$ cat config.mk
export PLATFORM = sky130hd
export DESIGN_NAME = xor_checked_frame_receiver_unit
export DESIGN_NICKNAME = d
export VERILOG_FILES = /design/src/rtl/core/xcfr_pkg.sv /design/src/rtl/core/xcfr_parser.sv /design/src/rtl/core/xcfr_out_reg.sv /design/src/rtl/core/xor_checked_frame_receiver_unit.sv
export SDC_FILE = /design/constraint.sdc
export NUM_CORES = 1
export LEC_CHECK = 0
export ABC_AREA = 1
export BUFFER_PORTS_ARGS = -buffer_cell sky130_fd_sc_hd__clkbuf_2
export CAP_MARGIN = 20
export CORE_ASPECT_RATIO = 0.5
export CORE_MARGIN = 5
export CORE_UTILIZATION = 62
export CTS_CLUSTER_DIAMETER = 100
export DETAILED_ROUTE_END_ITERATION = 7
export GPL_TIMING_DRIVEN = 0
export PLACE_DENSITY = 0.85
export SLEW_MARGIN = 40
export SYNTH_ARGS = -nofsm -noshare
export SYNTH_HDL_FRONTEND = slang
export SYNTH_SLANG_ARGS = --single-unit
$ cat constraint.sdc
create_clock -name clk -period 5.7 [get_ports clk]
set_clock_uncertainty 0.2 [all_clocks]
set_input_delay 0.57 -clock clk [delete_from_list [all_inputs] [get_ports clk]]
set_output_delay 0.57 -clock clk [all_outputs]
set_load 0.02 [all_outputs]
$ cat src/rtl/core/xcfr_pkg.sv
// ----------------------------------------------------------------------------
// xcfr_pkg
// Shared types and constants for the checksummed frame receiver: parse
// phases, event kinds and the result record passed to the output register.
// ----------------------------------------------------------------------------
`default_nettype none

package xcfr_pkg;

	// start of frame marker
	localparam logic [7:0] START_BYTE = 8'hAA;

	// event kinds on the result channel
	localparam logic [1:0] EV_PAYLOAD  = 2'd0;
	localparam logic [1:0] EV_END_GOOD = 2'd1;
	localparam logic [1:0] EV_END_BAD  = 2'd2;

	// parse phases, one-hot
	typedef enum logic [5:0] {
		PH_HUNT    = 6'b000001,
		PH_TYPE    = 6'b000010,
		PH_LEN_LO  = 6'b000100,
		PH_LEN_HI  = 6'b001000,
		PH_PAYLOAD = 6'b010000,
		PH_CHECK   = 6'b100000
	} phase_t;

	// one result item with its valid flag
	typedef struct packed {
		logic        valid;
		logic [1:0]  kind;
		logic [7:0]  frame_type;
		logic [7:0]  data_byte;
		logic [15:0] byte_index;
		logic [15:0] payload_length;
	} result_t;

endpackage

`default_nettype wire

$ cat src/rtl/core/xcfr_parser.sv
// ----------------------------------------------------------------------------
// xcfr_parser
// Frame state machine: hunts for the start byte, collects type and length,
// tags payload bytes and checks the running xor at the checksum byte.
// ----------------------------------------------------------------------------
`default_nettype none

module xcfr_parser
	import xcfr_pkg::*;
(
	input  wire logic       clk,
	input  wire logic       arst_n,
	input  wire logic       step,
	input  wire logic [7:0] rx_byte,
	output result_t         res
);

	phase_t      phase_q, phase_d;
	logic [7:0]  type_q, type_d;
	logic [15:0] length_q, length_d;
	logic [15:0] count_q, count_d;
	logic [7:0]  xor_q, xor_d;
	logic [15:0] count_inc;
	logic [15:0] length_hi;

	assign count_inc = count_q + 16'd1;
	assign length_hi = {rx_byte, length_q[7:0]};

	// next state and result for the byte in hand
	always_comb begin
		phase_d  = phase_q;
		type_d   = type_q;
		length_d = length_q;
		count_d  = count_q;
		xor_d    = xor_q;
		res      = '0;
		res.frame_type     = type_q;
		res.data_byte      = rx_byte;
		res.payload_length = length_q;
		unique case (phase_q)
			PH_TYPE: begin
				type_d  = rx_byte;
				xor_d   = rx_byte;
				phase_d = PH_LEN_LO;
			end
			PH_LEN_LO: begin
				length_d = {8'd0, rx_byte};
				xor_d    = xor_q ^ rx_byte;
				phase_d  = PH_LEN_HI;
			end
			PH_LEN_HI: begin
				length_d = length_hi;
				xor_d    = xor_q ^ rx_byte;
				count_d  = '0;
				phase_d  = (length_hi == 16'd0) ? PH_CHECK : PH_PAYLOAD;
			end
			PH_PAYLOAD: begin
				xor_d          = xor_q ^ rx_byte;
				res.valid      = 1'b1;
				res.kind       = EV_PAYLOAD;
				res.byte_index = count_q;
				count_d        = count_inc;
				if (count_inc == length_q) begin
					phase_d = PH_CHECK;
				end
			end
			PH_CHECK: begin
				res.valid = 1'b1;
				res.kind  = (rx_byte == xor_q) ? EV_END_GOOD : EV_END_BAD;
				phase_d   = PH_HUNT;
			end
			default: begin
				// hunting: drop everything but the start byte
				if (rx_byte == START_BYTE) begin
					phase_d = PH_TYPE;
					xor_d   = '0;
					count_d = '0;
				end else begin
					phase_d = PH_HUNT;
				end
			end
		endcase
	end

	// frame state registers
	always_ff @(posedge clk or negedge arst_n) begin
		if (!arst_n) begin
			phase_q  <= PH_HUNT;
			type_q   <= '0;
			length_q <= '0;
			count_q  <= '0;
			xor_q    <= '0;
		end else if (step) begin
			phase_q  <= phase_d;
			type_q   <= type_d;
			length_q <= length_d;
			count_q  <= count_d;
			xor_q    <= xor_d;
		end
	end

endmodule

`default_nettype wire

$ cat src/rtl/core/xcfr_out_reg.sv
// ----------------------------------------------------------------------------
// xcfr_out_reg
// Result register on the output channel; holds an item while the receiver
// stalls and reports whether it can take a new one.
// ----------------------------------------------------------------------------
`default_nettype none

module xcfr_out_reg
	import xcfr_pkg::*;
(
	input  wire logic         clk,
	input  wire logic         arst_n,
	input  wire logic         load,
	input  wire result_t      res,
	output logic              free,
	output logic              out_valid,
	input  wire logic         out_stall,
	output logic [1:0]        event_kind,
	output logic [7:0]        frame_type,
	output logic [7:0]        data_byte,
	output logic [15:0]       byte_index,
	output logic [15:0]       payload_length
);

	logic    valid_q;
	result_t data_q;

	// slot is free when empty or being taken this cycle
	assign free = !valid_q || !out_stall;

	// valid flag
	always_ff @(posedge clk or negedge arst_n) begin
		if (!arst_n) begin
			valid_q <= 1'b0;
		end else if (load) begin
			valid_q <= res.valid;
		end else if (!out_stall) begin
			valid_q <= 1'b0;
		end
	end

	// payload
	always_ff @(posedge clk) begin
		if (load && res.valid) begin
			data_q <= res;
		end
	end

	assign out_valid      = valid_q;
	assign event_kind     = data_q.kind;
	assign frame_type     = data_q.frame_type;
	assign data_byte      = data_q.data_byte;
	assign byte_index     = data_q.byte_index;
	assign payload_length = data_q.payload_length;

endmodule

`default_nettype wire

$ cat src/rtl/core/xor_checked_frame_receiver_unit.sv
// ----------------------------------------------------------------------------
// xor_checked_frame_receiver_unit
// Cut-through deframer for a byte-serial link with an xor checksum.
// ----------------------------------------------------------------------------
// Usage:
//   Input channel (in_valid, in_stall, rx_byte) takes one received byte per
//   item. Bytes are dropped until the start byte 0xAA; then come the type,
//   a little-endian 16-bit length, the payload and one checksum byte.
//   Output channel (out_valid, out_stall, ...) gives one item per payload
//   byte (kind 0, tagged with type, index and length) and one end item per
//   frame, kind 1 for a good checksum and kind 2 for a bad one; downstream
//   logic discards a frame that ends bad.
//   A byte is captured in the input register at acceptance and is parsed
//   once the result slot is free; its result is then loaded into the
//   output register, which drives out_valid for payload and end items.
//   Throughput: one byte per cycle while no stalled result blocks the slot,
//   set by the frame state update; the output register lets a new byte be
//   taken while a result waits.
//   Reset (arst_n low) empties both registers and returns the parser to
//   hunting. While out_stall holds a waiting result, a byte that is ready
//   to be parsed is held and in_stall is raised until the slot frees.
// ----------------------------------------------------------------------------
`default_nettype none

module xor_checked_frame_receiver_unit
	import xcfr_pkg::*;
(
	input  wire logic        clk,
	input  wire logic        arst_n,
	input  wire logic        in_valid,
	output logic             in_stall,
	input  wire logic [7:0]  rx_byte,
	output logic             out_valid,
	input  wire logic        out_stall,
	output logic [1:0]       event_kind,
	output logic [7:0]       frame_type,
	output logic [7:0]       data_byte,
	output logic [15:0]      byte_index,
	output logic [15:0]      payload_length
);

	logic       valid_s1;
	logic [7:0] byte_s1;
	logic       free;
	logic       step;
	result_t    res;

	// parse the held byte when the result slot can take its outcome
	assign step     = valid_s1 && free;
	assign in_stall = valid_s1 && !free;

	// input register
	always_ff @(posedge clk or negedge arst_n) begin
		if (!arst_n) begin
			valid_s1 <= 1'b0;
		end else if (!in_stall) begin
			valid_s1 <= in_valid;
		end
	end

	always_ff @(posedge clk) begin
		if (in_valid && !in_stall) begin
			byte_s1 <= rx_byte;
		end
	end

	xcfr_parser u_parser (
		.clk     (clk),
		.arst_n  (arst_n),
		.step    (step),
		.rx_byte (byte_s1),
		.res     (res)
	);

	xcfr_out_reg u_out_reg (
		.clk            (clk),
		.arst_n         (arst_n),
		.load           (step),
		.res            (res),
		.free           (free),
		.out_valid      (out_valid),
		.out_stall      (out_stall),
		.event_kind     (event_kind),
		.frame_type     (frame_type),
		.data_byte      (data_byte),
		.byte_index     (byte_index),
		.payload_length (payload_length)
	);

endmodule

`default_nettype wire

Word level (Yosys, flattened, before mapping)
Cells that the tools add are included.
Cells by class
  multiplexer cells: 13
  multiply operators: 0
  reduce and logical (&&, ||, !) cells: 21
  bitwise logic cells: 4
  shift operators: 0
  $add $sub $neg: 1
  order comparisons: 0
  equality and inequality tests: 10
  div/mod/pow operators: 0
Operator list (number)
  16-bit one-hot mux with 3 select lines: 1
  16-bit one-hot mux with 2 select lines: 1
  6-bit one-hot mux with 5 select lines: 1
  8-bit one-hot mux with 3 select lines: 1
  16-bit by 1-bit adder with 16-bit output, second input constant: 1
  16-bit == test: 1
  16-bit logical NOT: 1
  16-bit two-way mux: 1
  6-bit two-way mux: 2
  3-bit AND reduction: 3
  8-bit == test: 1
  8-bit == test, second input constant: 1
  8-bit two-way mux: 1
  8-bit bitwise XOR: 1
  6-bit by 2-bit == test with 1-bit output, second input constant: 1
  6-bit by 3-bit == test with 1-bit output, second input constant: 1
  6-bit by 4-bit == test with 1-bit output, second input constant: 1
  6-bit by 5-bit == test with 1-bit output, second input constant: 1
  6-bit == test, second input constant: 1
  3-bit one-hot mux with 2 select lines: 1
  2-bit AND reduction: 3
  3-bit nonzero test: 2
  3-bit OR reduction: 2
  1-bit logical AND: 4
  other kinds (7): 15
Storage, ports and cells
  input port bits: 12
  bits in registers: 114
  memories kept: 0
  bits in writable memories: 0
  output and inout port bits: 52
  ROM bits: 0
  bits in latches: 0
  logic and storage cells: 63

Longest topological paths before layout
Gate-level depths: netlist of the first run.
  depth after elaboration: 6
  mapped depth: 16
  depth with buffers taken out: 16

Cells and area by module
From an unflattened synthesis of the first run, not the netlist that was laid out.
Second synthesis, totals
  cells, all modules: 518
  area total of the unflattened synthesis: 5141.2 um2
Modules (own cells, without submodules)
  xcfr_parser: instances 1, area an instance 3285.7 um2, cells each 444, sequential area each 1352.5 um2
  xcfr_out_reg: instances 1, area an instance 1550.2 um2, cells each 57, sequential area each 1526.5 um2
  xor_checked_frame_receiver_unit: instances 1, area an instance 305.3 um2, cells each 17, sequential area each 265.3 um2

Least setup slack after synthesis of the first run
No wires, ideal clock.
  kind: register to register
  start point: register u_parser.phase_q[1]
  end point: register u_out_reg.data_q, in the netlist u_out_reg.byte_index[0] (enable)
  stages on the path, launching flop included: 9
  path buffers: 1
  setup slack: 1842 ps
  data arrival time: 3200 ps
  library setup time: 458 ps
  clock period less this slack: 3858 ps
  required time: 5042 ps
  cells stage by stage: dfrtp_1 -> nor2_1 -> nand2_1 -> nor2_1 -> nand2_1 -> buf_2 -> inv_1 -> nor2_1 -> nor2_1
Between the ends
  word-level cells in the longest chain between the ends: 3
  elaborated cells between the ends (all ways): 4
  those cells by class: eq/ne (2); mux (1); reduce/logical (1)
Ends and longest elaborated chain
  start, declared: RTL line xcfr_parser.sv:18  | phase_t phase_q, phase_d;
  start signal, assigned: RTL line xcfr_parser.sv:94  | phase_q <= phase_d;
  6-bit == test / 6-bit by 5-bit == test with 1-bit output (equally long branches): RTL line xcfr_parser.sv:40  | unique case (phase_q)
  3-bit one-hot mux with 2 select lines (*): RTL line xcfr_parser.sv:40
  1-bit logical AND (*): RTL line xcfr_out_reg.sv:44  | if (load && res.valid) begin
  end signal, assigned: RTL line xcfr_out_reg.sv:45  | data_q <= res;
  end, declared: RTL line xcfr_out_reg.sv:26  | result_t data_q;
Every way passes the cells marked *; elsewhere a longest branch is shown, timed or not.
A chain may end at the register's enable or synchronous reset.

Final worst setup path of the first run
  start point: register u_parser.count_q[0]
  end point: register u_parser.phase_q[3]
Between the ends
  word-level cells in the longest chain between the ends: 4
Ends and longest elaborated chain
  start, declared: RTL line xcfr_parser.sv:21  | logic [15:0] count_q, count_d;
  start signal, assigned: RTL line xcfr_parser.sv:97  | count_q <= count_d;
  16-bit by 1-bit adder with 16-bit output: RTL line xcfr_parser.sv:26  | assign count_inc = count_q + 16'd1;
  16-bit == test: RTL line xcfr_parser.sv:63  | if (count_inc == length_q) begin
  2-bit by 1-bit inequality test with 1-bit output (no line)
  2-bit AND reduction (no line)
Every way passes these cells.

==> results of run 1 <==
==> cell usage in the layout (no fill, tap or decap), drive strengths merged <==
cell type	instances
bufinv	2
xor2	6
clkbuf	93
buf	7
nand3	39
nor4	3
or2	1
dfstp	1
edfxtp	58
o21ai	25
a211oi	1
dfrtp	55
a22oi	2
ha	1
dlygate4sd3	1
a2bb2oi	6
nor3	1
a21oi	8
nand4	12
inv	67
nand2	110
nand3b	2
xnor2	7
nor2	62
o22ai	22
clkinv	6
==> state kept, by name, summed over array words and instances (netlist names) <==
| register | cells |
|---|---|
| u_out_reg.data_byte | 8 |
| u_out_reg.event_kind | 2 |
| u_parser.phase_q | 6 |
| u_out_reg.payload_length | 16 |
| u_out_reg.byte_index | 16 |
| u_parser.count_q | 16 |
| u_parser.type_q | 8 |
| u_parser.length_q | 16 |
| u_out_reg.out_valid | 1 |
| u_parser.xor_q | 8 |
| valid_s1 | 1 |
| u_out_reg.frame_type | 8 |
| byte_s1 | 8 |
==> worst max-delay path, stage by stage, from the launching register on <==
cell,delay [ns]
dfrtp_1,0.46
ha_1,0.28
nand3_1,0.17
nor2_2,0.19
nand2_1,0.09
nand3_1,0.08
nand2_1,0.07
nor2_1,0.10
nand2_1,0.06
nor2_1,0.17
nand3_1,0.17
nand2_2,0.16
nand2_4,0.08
nand2_1,0.07
nand2_1,0.06
==> metrics by stage <==
stage | power [W] | utilization [%]
after global placement | 0.00141 | 68.5
after CTS | 0.00246 | 76.9
after floorplan | 0.00133 | -
after detailed placement | 0.00144 | 69.6
after global routing | 0.00257 | 76.9
final | 0.00246 | 76.9
==> logic make-up after synthesis <==
group           count (synthesis)  share of synthesized area (%)
compound gates                 64                           7.68
fa+ha+maj                       1                          0.252
simple gates                  230                           20.5
buf+inv                        77                           5.97
xor+xnor                       13                           2.29
flops                         114                           63.3
==> how the worst max path moves through the flow <==
stage | from | end | depth (start not counted)
2_1_floorplan | u_parser.phase_q[1]$_DFFE_PN0P_ | u_out_reg.byte_index[0]$_SDFFCE_PN0P_ | 8
3_3_place_gp | u_parser.phase_q[1]$_DFFE_PN0P_ | u_out_reg.byte_index[3]$_SDFFCE_PN0P_ | 8
3_5_place_dp | u_parser.count_q[0]$_DFFE_PN0P_ | u_parser.phase_q[3]$_DFFE_PN0P_ | 16
4_1_cts | u_parser.count_q[0]$_DFFE_PN0P_ | u_parser.phase_q[3]$_DFFE_PN0P_ | 14
5_1_grt | u_parser.count_q[0]$_DFFE_PN0P_ | u_parser.phase_q[3]$_DFFE_PN0P_ | 16
6_report | u_parser.count_q[0]$_DFFE_PN0P_ | u_parser.phase_q[3]$_DFFE_PN0P_ | 14
==> what timing repair did <==
action | in CTS | in global routing
endpoints found under the hold margin | 16 | 0
buffers inserted | 0 | 0
hold buffers | 1 | 0
==> routing by layer <==
layer / vias to the layer above / track usage (%)
li1: 1857 / -
met1: 1883 / 31.7
met2: 220 / 39.0
met3: 33 / 8.69
met4: 0 / 11.7
met5: - / 0
==> where the power goes <==
group | total (W) | leakage [nW] | internal (W) | switching, W
combinational | 0.000383 | 1.20 | 0.000150 | 0.000233
sequential | 0.00106 | 1.24 | 0.000965 | 0.0000946
clock | 0.00101 | 0.285 | 0.000672 | 0.000341
total | 0.00246 | 2.73 | 0.00179 | 0.000668
==> layout make-up <==
cell class / instances / area, um2 / share of cell area (%)
Clock inverter: 7 / 85.1 / 1.40
Timing Repair Buffer: 67 / 403 / 6.62
Inverter: 68 / 255 / 4.19
Sequential cell: 114 / 3140 / 51.6
Tap cell: 112 / 140 / 2.30
Multi-Input combinational cell: 308 / 1540 / 25.2
Clock buffer: 25 / 485 / 7.97
Buffer: 9 / 41.3 / 0.678
==> results.yml, run 1 <==
outcome:
  status: "completed"
power:
  power.leakage_nw: 2.73
  peakVddDrop_mv: 0.245
  p_per_area_mw_per_mm2: 403
timing:
  max_freq_ghz: 0.393
  hold_viol_final: 0
  worst_slew_pin_slew_ns: 0.497
  setup_viol: 0
  period_share_pct: 44.6
  holdWs_ns: 0.132
  fin_tns_setup_ns: 0
  setup_slack_ns: 3.15
  maxSlewViolCount: 0
  rsz0062_at_grt: "no"
  slew_headroom_pct: 66.8
  min_period_ns: 2.55
drt:
  drtIter0Drc: 459
  route.detailed.drc: 0
  antenna_left: 0
  viasPerCell: 5.62
  routed_wl_mm: 11.3
  wire_per_inst_um: 15.9
  drt_pass1_iterations: 7
  wl_met2_mm: 5.28
  dr.max_layer_used: "met4"
  wl_met3_mm: 1.06
  dr_total_vias: 3993
  wl_met1_mm: 4.70
synth:
  async_flop_share_pct: 49.1
  synthCells: 499
  synth_area_mm2: 0.00497
  synthTopCellsByArea: "edfxtp_1, dfrtp_1, nand2_1, inv_1, nor2_1"
  yosys_register_bits: 114
  synth_top_cell_by_area: "edfxtp_1"
  ys_seq_area_share_pct: 63.3
  synthTopCellsByCount: "nand2_1, inv_1, edfxtp_1"
  yosysWarningCount: 0
  ys_types: 34
  synth.avg_cell_area_um2: 9.96
  synth.top_cell.area_share_pct: 35.1
  syn_nets: 512
  synthFlopType: "edfxtp_1"
  synth_most_common_cell: "nand2_1"
  synth-edff-count: 58
critical_path:
  r2r_start: "u_parser.count_q[0]$_DFFE_PN0P_"
  crit_arrival_ns: 2.64
  worstSetupPathType: "flop to flop"
  path_max_fanout: 6
  startpoint_type: "flop"
  r2r-end: "u_parser.phase_q[3]$_DFFE_PN0P_"
  critPathRequiredTime_ns: 5.79
  r2r_slack_ns: 3.15
  r2r_cells: 14
  end_kind: "flop"
place:
  hpwl_mm: 7.78
  pre_cts_slack_ns: 3.25
  dp.cells: 677
  dpl_cell_area_mm2: 0.00551
  gp_congestion: 0.889
  io_buffers: 63
global_routing:
  grt_pass1_wl_mm: 18.8
  grt-ovfl-total: 0
  grtUsageTotal_pct: 24.9
  grt_max_degree: 41
  grt_pass1_vias: 3839
  antenna_found_initial: 0
floorplan:
  start_util_pct: 62.8
  ios: 64
  die-area_mm2: 0.0100
  die_width_um: 137
  core_area_mm2: 0.00791
  die_h_um: 73.3
  row_count: 23
cts:
  cts_buffers: 17
  clock_path_buffers: 2
  clkSinkCount: 114
  ctsResizeCount: 0
  clk_latency_ns: 0.41
  cts.clk_slew.worst_paths_ns: 0.05
  htreeDepth: 4
  cts_tree: "yes"
  cts_root_buf: "clkbuf_16"
layout:
  n_fill_cell: 479
  finalNonFillerCells: 710
  final_layout_size_suffix_gt1_share_pct: 19.1
  diodes: 0
  area_growth_pct: 22.6
  final_cell_area_mm2: 0.00609
  nNetsFinal: 598
job:
  cap_violations: 0
min_path:
  min_to: "byte_s1[7]$_DFFE_PP_"
  hp-class: "input pin to flop"
  min_path_cells: 1
  min_from: "rx_byte[7]"
Note: power is estimated with default switching activity, not from simulation.
==> run 2: changes to the inputs <==
--- a/config.mk
+++ b/config.mk
@@ -10,11 +10,11 @@
 export CAP_MARGIN = 20
 export CORE_ASPECT_RATIO = 0.5
 export CORE_MARGIN = 5
-export CORE_UTILIZATION = 62
+export CORE_UTILIZATION = 57
 export CTS_CLUSTER_DIAMETER = 100
 export DETAILED_ROUTE_END_ITERATION = 7
 export GPL_TIMING_DRIVEN = 0
-export PLACE_DENSITY = 0.85
+export PLACE_DENSITY = 0.79
 export SLEW_MARGIN = 40
 export SYNTH_ARGS = -nofsm -noshare
 export SYNTH_HDL_FRONTEND = slang
==> constraint.sdc (replaced) <==
create_clock -name clk -period 2.4 [get_ports clk]
set_clock_uncertainty 0.2 [all_clocks]
set_input_delay 0.24 -clock clk [delete_from_list [all_inputs] [get_ports clk]]
set_output_delay 0.24 -clock clk [all_outputs]
set_load 0.02 [all_outputs]
==> results.yml, run 2 (synthesis gave the netlist of run 1 again) <==
cts:
  clkSinkCount: 114
  htreeDepth: 4
  cts_root_buf: "clkbuf_16"
  cts_tree: "yes"
  clk_latency_ns: 0.41
  cts_buffers: 17
  clock_path_buffers: 2
  cts.clk_slew.worst_paths_ns: 0.05
place:
  hpwl_mm: 7.77
  dp.cells: 682
  io_buffers: 63
  gp_congestion: 0.899
  dpl_cell_area_mm2: 0.00551
power:
  peakVddDrop_mv: 0.596
  power.leakage_nw: 2.86
  p_per_area_mw_per_mm2: 976
timing:
  slew_headroom_pct: 71.2
  period_share_pct: 99.7
  setup_viol: 0
  min_period_ns: 2.39
  fin_tns_setup_ns: 0
  max_freq_ghz: 0.418
  worst_slew_pin_slew_ns: 0.432
  holdWs_ns: 0.0810
  maxSlewViolCount: 0
  rsz0062_at_grt: "yes"
  hold_viol_final: 0
min_path:
  hp-class: "input pin to asynchronous set/reset pin"
drt:
  drtIter0Drc: 526
  route.detailed.drc: 0
  viasPerCell: 5.51
  dr_total_vias: 4077
  wire_per_inst_um: 16.8
  routed_wl_mm: 12.5
  antenna_left: 0
  drt_pass1_iterations: 6
critical_path:
  path_delay_family: "simple AND/OR/NAND/NOR gates"
  path_buf_inv: 0
  critPathRequiredTime_ns: 2.48
  max_stage_delay_ns: 0.45
  r2r_slack_ns: 0.006
  slowest_stage: "dfrtp_2"
  crit_arrival_ns: 2.48
  cpMostUsedCell: "nand2_1"
  r2r_start: "u_parser.count_q[0]$_DFFE_PN0P_"
  r2r_cells: 14
  worstSetupPathType: "flop to flop"
  startpoint_type: "flop"
  r2r-end: "u_parser.phase_q[2]$_DFFE_PN0P_"
  path_cells: "ha_4, nand3_1, nor2_2, nand2_1, nand3_1, nand2_1, nor2_1, nand2_1, nor2_2, nand3_2, nand2_4, nand2_4, nand2_1, nand2_1"
  path_max_fanout: 5
  end_kind: "flop"
floorplan:
  die-area_mm2: 0.0108
  ios: 64
  start_util_pct: 57.9
  die_h_um: 76.0
  die_width_um: 142
  row_count: 24
  core_area_mm2: 0.00859
global_routing:
  grtUsageTotal_pct: 23.7
  grt-ovfl-total: 0
  met3_usage_pct: 6.58
  grt_max_degree: 41
  grt.busiest_layer: "met2"
  grt_util_met1_pct: 30.9
  use_met2_pct: 37.2
  antenna_found_initial: 0
  grt_pass1_vias: 3915
  grt_pass1_wl_mm: 19.8
layout:
  area_growth_pct: 29.4
  finalNonFillerCells: 740
  final_cell_mix: "nand2_1, inv_1, clkbuf_2"
  final_common_cell: "nand2_1"
  final_layout_size_suffix_gt1_share_pct: 23.8
  nNetsFinal: 623
  diodes: 0
  fin_util_pct: 74.8
  final_cell_area_mm2: 0.00643
job:
  cap_violations: 0
outcome:
  status: "completed"
==> run 2: cell types whose count changed in the layout (fill, tap and decap cells not counted), sizes merged <==
cell         change
buf             +15
dlygate4sd3     +10
bufinv           +3
clkbuf           -3
clkinv           -2
clkinvlp         +1
inv              +1
==> run 2: final cells by class <==
cell class                      count  area, um2
Sequential cell                   114       3150
Fill cell                         572       2160
Timing Repair Buffer               92        603
Tap cell                          117        146
Buffer                              9       47.5
Multi-Input combinational cell    308       1590
Clock inverter                     10        181
Clock buffer                       22        454
Inverter                           68        258
==> run 2: power breakdown <==
group / internal (W) / total, W / switching, W
Sequential: 0.00229 / 0.00254 / 0.000244
Clock: 0.00186 / 0.00273 / 0.000862
Combinational: 0.000403 / 0.00101 / 0.000606
Total: 0.00456 / 0.00627 / 0.00171
==> run 2: worst max-delay path by stage <==
stage,from,endpoint,slack (ns),cells after the start
detailed placement,u_parser.count_q[0]$_DFFE_PN0P_,u_parser.phase_q[2]$_DFFE_PN0P_,0.003,16
global route,u_parser.count_q[1]$_DFFE_PN0P_,u_parser.phase_q[2]$_DFFE_PN0P_,-0.13,14
CTS,u_parser.count_q[0]$_DFFE_PN0P_,u_parser.phase_q[2]$_DFFE_PN0P_,0.01,14
floorplan,u_parser.phase_q[3]$_DFFE_PN0P_,u_out_reg.byte_index[0]$_SDFFCE_PN0P_,0.01,8
global placement,u_parser.phase_q[3]$_DFFE_PN0P_,u_out_reg.byte_index[4]$_SDFFCE_PN0P_,-0.38,5
finish,u_parser.count_q[0]$_DFFE_PN0P_,u_parser.phase_q[2]$_DFFE_PN0P_,0.006,14
==> run 2: repair_timing <==
item                       4_1_cts  5_1_grt
hold buffers                    11        0
buffers inserted                 4       11
gates resized for setup          2       18
setup endpoints to repair       12       74
hold endpoints to repair        65        0
pin swaps                        1        2
==> run 2: per-stage QoR <==
step                setup slack [ns]  total power, W
detailed placement           0.00335         0.00342
finish                       0.00641         0.00627
global route                  -0.127         0.00654
global placement              -0.384         0.00336
CTS                           0.0133         0.00618
floorplan                     0.0144         0.00317
==> run 2: routing by layer <==
layer  up-vias  wire (um)
met5         -          0
met4         0        329
met3        40        980
met2       198       5970
met1      1938       5170
li1       1901          -
==> run 2: worst reg2reg max path, delay by kind of cell, from the launching register on <==
family	cells	cell delay (ns)
adders and majority gates	1	0.18
DFF	1	0.45
and+or+nand+nor	13	1.46
==> run 3: changes to the inputs <==
--- a/config.mk
+++ b/config.mk
@@ -10,12 +10,13 @@
 export CAP_MARGIN = 20
 export CORE_ASPECT_RATIO = 0.5
 export CORE_MARGIN = 5
-export CORE_UTILIZATION = 57
+export CORE_UTILIZATION = 58
 export CTS_CLUSTER_DIAMETER = 100
 export DETAILED_ROUTE_END_ITERATION = 7
 export GPL_TIMING_DRIVEN = 0
-export PLACE_DENSITY = 0.79
+export PLACE_DENSITY = 0.8
 export SLEW_MARGIN = 40
 export SYNTH_ARGS = -nofsm -noshare
 export SYNTH_HDL_FRONTEND = slang
+export SYNTH_HIERARCHICAL = 1
 export SYNTH_SLANG_ARGS = --single-unit
==> results.yml, run 3 <==
outcome:
  status: "completed"
timing:
  maxSlewViolCount: 0
  holdWs_ns: 0.0829
  rsz0062_at_grt: "no"
  setup_slack_ns: 0.0810
  worst_slew_pin_slew_ns: 0.464
  setup_viol: 0
  fin_tns_setup_ns: 0
  hold_viol_final: 0
  period_share_pct: 96.6
  min_period_ns: 2.32
  slew_headroom_pct: 69.1
  max_freq_ghz: 0.431
drt:
  antenna_left: 0
  drt_pass1_iterations: 6
  drtIter0Drc: 483
  route.detailed.drc: 0
  dr_total_vias: 4104
  wire_per_inst_um: 16.4
  viasPerCell: 5.46
  routed_wl_mm: 12.4
critical_path:
  startpoint: "u_parser/phase_q[0]$_DFFE_PN1P_"
  worstSetupPathType: "flop to flop"
  critPathRequiredTime_ns: 2.52
  end_kind: "flop"
  r2r_slack_ns: 0.08
  crit_arrival_ns: 2.44
  path_max_fanout: 10
  crit_end: "u_parser/count_q[13]$_DFFE_PN0P_"
  startpoint_type: "flop"
  r2r_cells: 9
  r2r-end: "u_parser/count_q[13]$_DFFE_PN0P_"
  r2r_start: "u_parser/phase_q[0]$_DFFE_PN1P_"
layout:
  final_common_cell: "nand2_1"
  regArea_mm2: 0.00315
  final_cell_mix: "nand2_1, inv_1, clkbuf_2"
  final_layout_size_suffix_gt1_share_pct: 25.2
  n_fill_cell: 552
  area_growth_pct: 28.2
  nNetsFinal: 635
  multi_input_area_mm2: 0.00169
  diodes: 0
  finalNonFillerCells: 752
cts:
  cts_buffers: 17
  cts.clk_slew.worst_paths_ns: 0.05
  clkSinkCount: 114
  clk_latency_ns: 0.41
  clock_path_buffers: 2
  cts_tree: "yes"
  htreeDepth: 4
  cts_root_buf: "clkbuf_16"
power:
  peakVddDrop_mv: 0.569
  power.leakage_nw: 3.11
  p_per_area_mw_per_mm2: 835
synth:
  ys_seq_area_share_pct: 61.2
  synth-edff-count: 58
  ys_types: 38
  synthTopCellsByArea: "edfxtp_1, dfrtp_1, nand2_1, inv_1, nand3_1"
  syn_nets: 531
  yosysWarningCount: 6
  synth_most_common_cell: "nand2_1"
  synth_top_cell_by_area: "edfxtp_1"
  synth.avg_cell_area_um2: 9.93
  synth_area_mm2: 0.00514
  async_flop_share_pct: 49.1
  synthFlopType: "edfxtp_1"
  yosys_register_bits: 114
  synthCells: 518
  synthTopCellsByCount: "nand2_1, inv_1, edfxtp_1"
  synth.top_cell.area_share_pct: 33.9
global_routing:
  grt-ovfl-total: 0
  grt_pass1_wl_mm: 20.0
  grt_max_degree: 38
  grtUsageTotal_pct: 24.0
  grt_pass1_vias: 4089
  antenna_found_initial: 0
floorplan:
  die_width_um: 143
  core_area_mm2: 0.00868
  ios: 64
  die_h_um: 76.6
  die-area_mm2: 0.0110
  row_count: 24
  start_util_pct: 59.2
place:
  dp.cells: 700
  hpwl_mm: 8.11
  gp_congestion: 0.952
  pre_cts_slack_ns: -0.325
  io_buffers: 63
job:
  cap_violations: 0
min_path:
  hp-class: "input pin to asynchronous set/reset pin"
run 3: worst max-delay path: stages (launching register included):
cell,delay (ns)
dfstp_2,0.58
nor3_2,0.05
nand2_1,0.10
nor2_1,0.06
inv_2,0.14
nand4_1,0.25
or2_1,0.29
clkbuf_2,0.17
buf_4,0.21
o22ai_1,0.17
run 3: kinds of logic (layout without fill, tap and decap cells):
kind of cell	count (synthesis)	after routing	synth area share [%]
simple gates	237	237	21.1
flops	114	114	61.2
buf+inv	88	205	7.54
compound gates	66	66	7.93
xor+xnor	12	12	2.04
fa+ha+maj	1	1	0.243
run 3: repair_timing:
action / in CTS / in global routing
gates cloned: 1 / 0
endpoints found under the setup margin: 81 / 43
hold endpoints to repair: 66 / 0
pin swaps: 1 / 5
hold buffers: 12 / 0
resized for setup: 7 / 18
buffers inserted: 2 / 5
run 3: how the worst min path moves through the flow:
stage	start	to	slack, ns	cells after the start
6_report	arst_n	u_parser/xor_q[4]$_DFFE_PN0P_	0.08	2
4_1_cts	arst_n	u_parser/phase_q[2]$_DFFE_PN0P_	0.08	2
3_5_place_dp	arst_n	u_parser/xor_q[4]$_DFFE_PN0P_	-0.02	1
3_3_place_gp	rx_byte[1]	byte_s1[1]$_DFFE_PP_	0.22	1
2_1_floorplan	arst_n	u_out_reg/out_valid$_DFFE_PN0P_	-0.26	0
5_1_grt	arst_n	u_parser/xor_q[4]$_DFFE_PN0P_	0.11	2
run 3: layout make-up:
cell class                      count  share of cell area [%]
Buffer                             18                    2.16
Clock buffer                       20                    7.08
Clock inverter                     12                    2.79
Inverter                           70                    4.04
Multi-Input combinational cell    316                    25.7
Sequential cell                   114                    47.7
Tap cell                          117                    2.22
Timing Repair Buffer               84                    8.17
Timing Repair inverter              1                   0.114
run 3: metal layers:
layer	track usage (%)	up-vias	wire [um]
li1	-	1946	-
met1	31.6	1926	5220
met2	38.1	211	5820
met3	6.65	21	1080
met4	8.73	0	226
met5	0	-	0
run 3: power breakdown:
group          switching [W]  internal [W]  leakage [nW]
clock network       0.000845       0.00190         0.318
registers          0.0000945       0.00214          1.07
logic               0.000321      0.000200          1.72
run 3: per-stage QoR:
stage	power (W)	area [um2]	utilization (%)
after CTS	0.00550	6490	74.8
after global placement	0.00270	5630	64.9
after floorplan	0.00258	5170	-
after detailed placement	0.00272	5680	65.5
after global routing	0.00571	6590	75.9
final	0.00550	6590	75.9
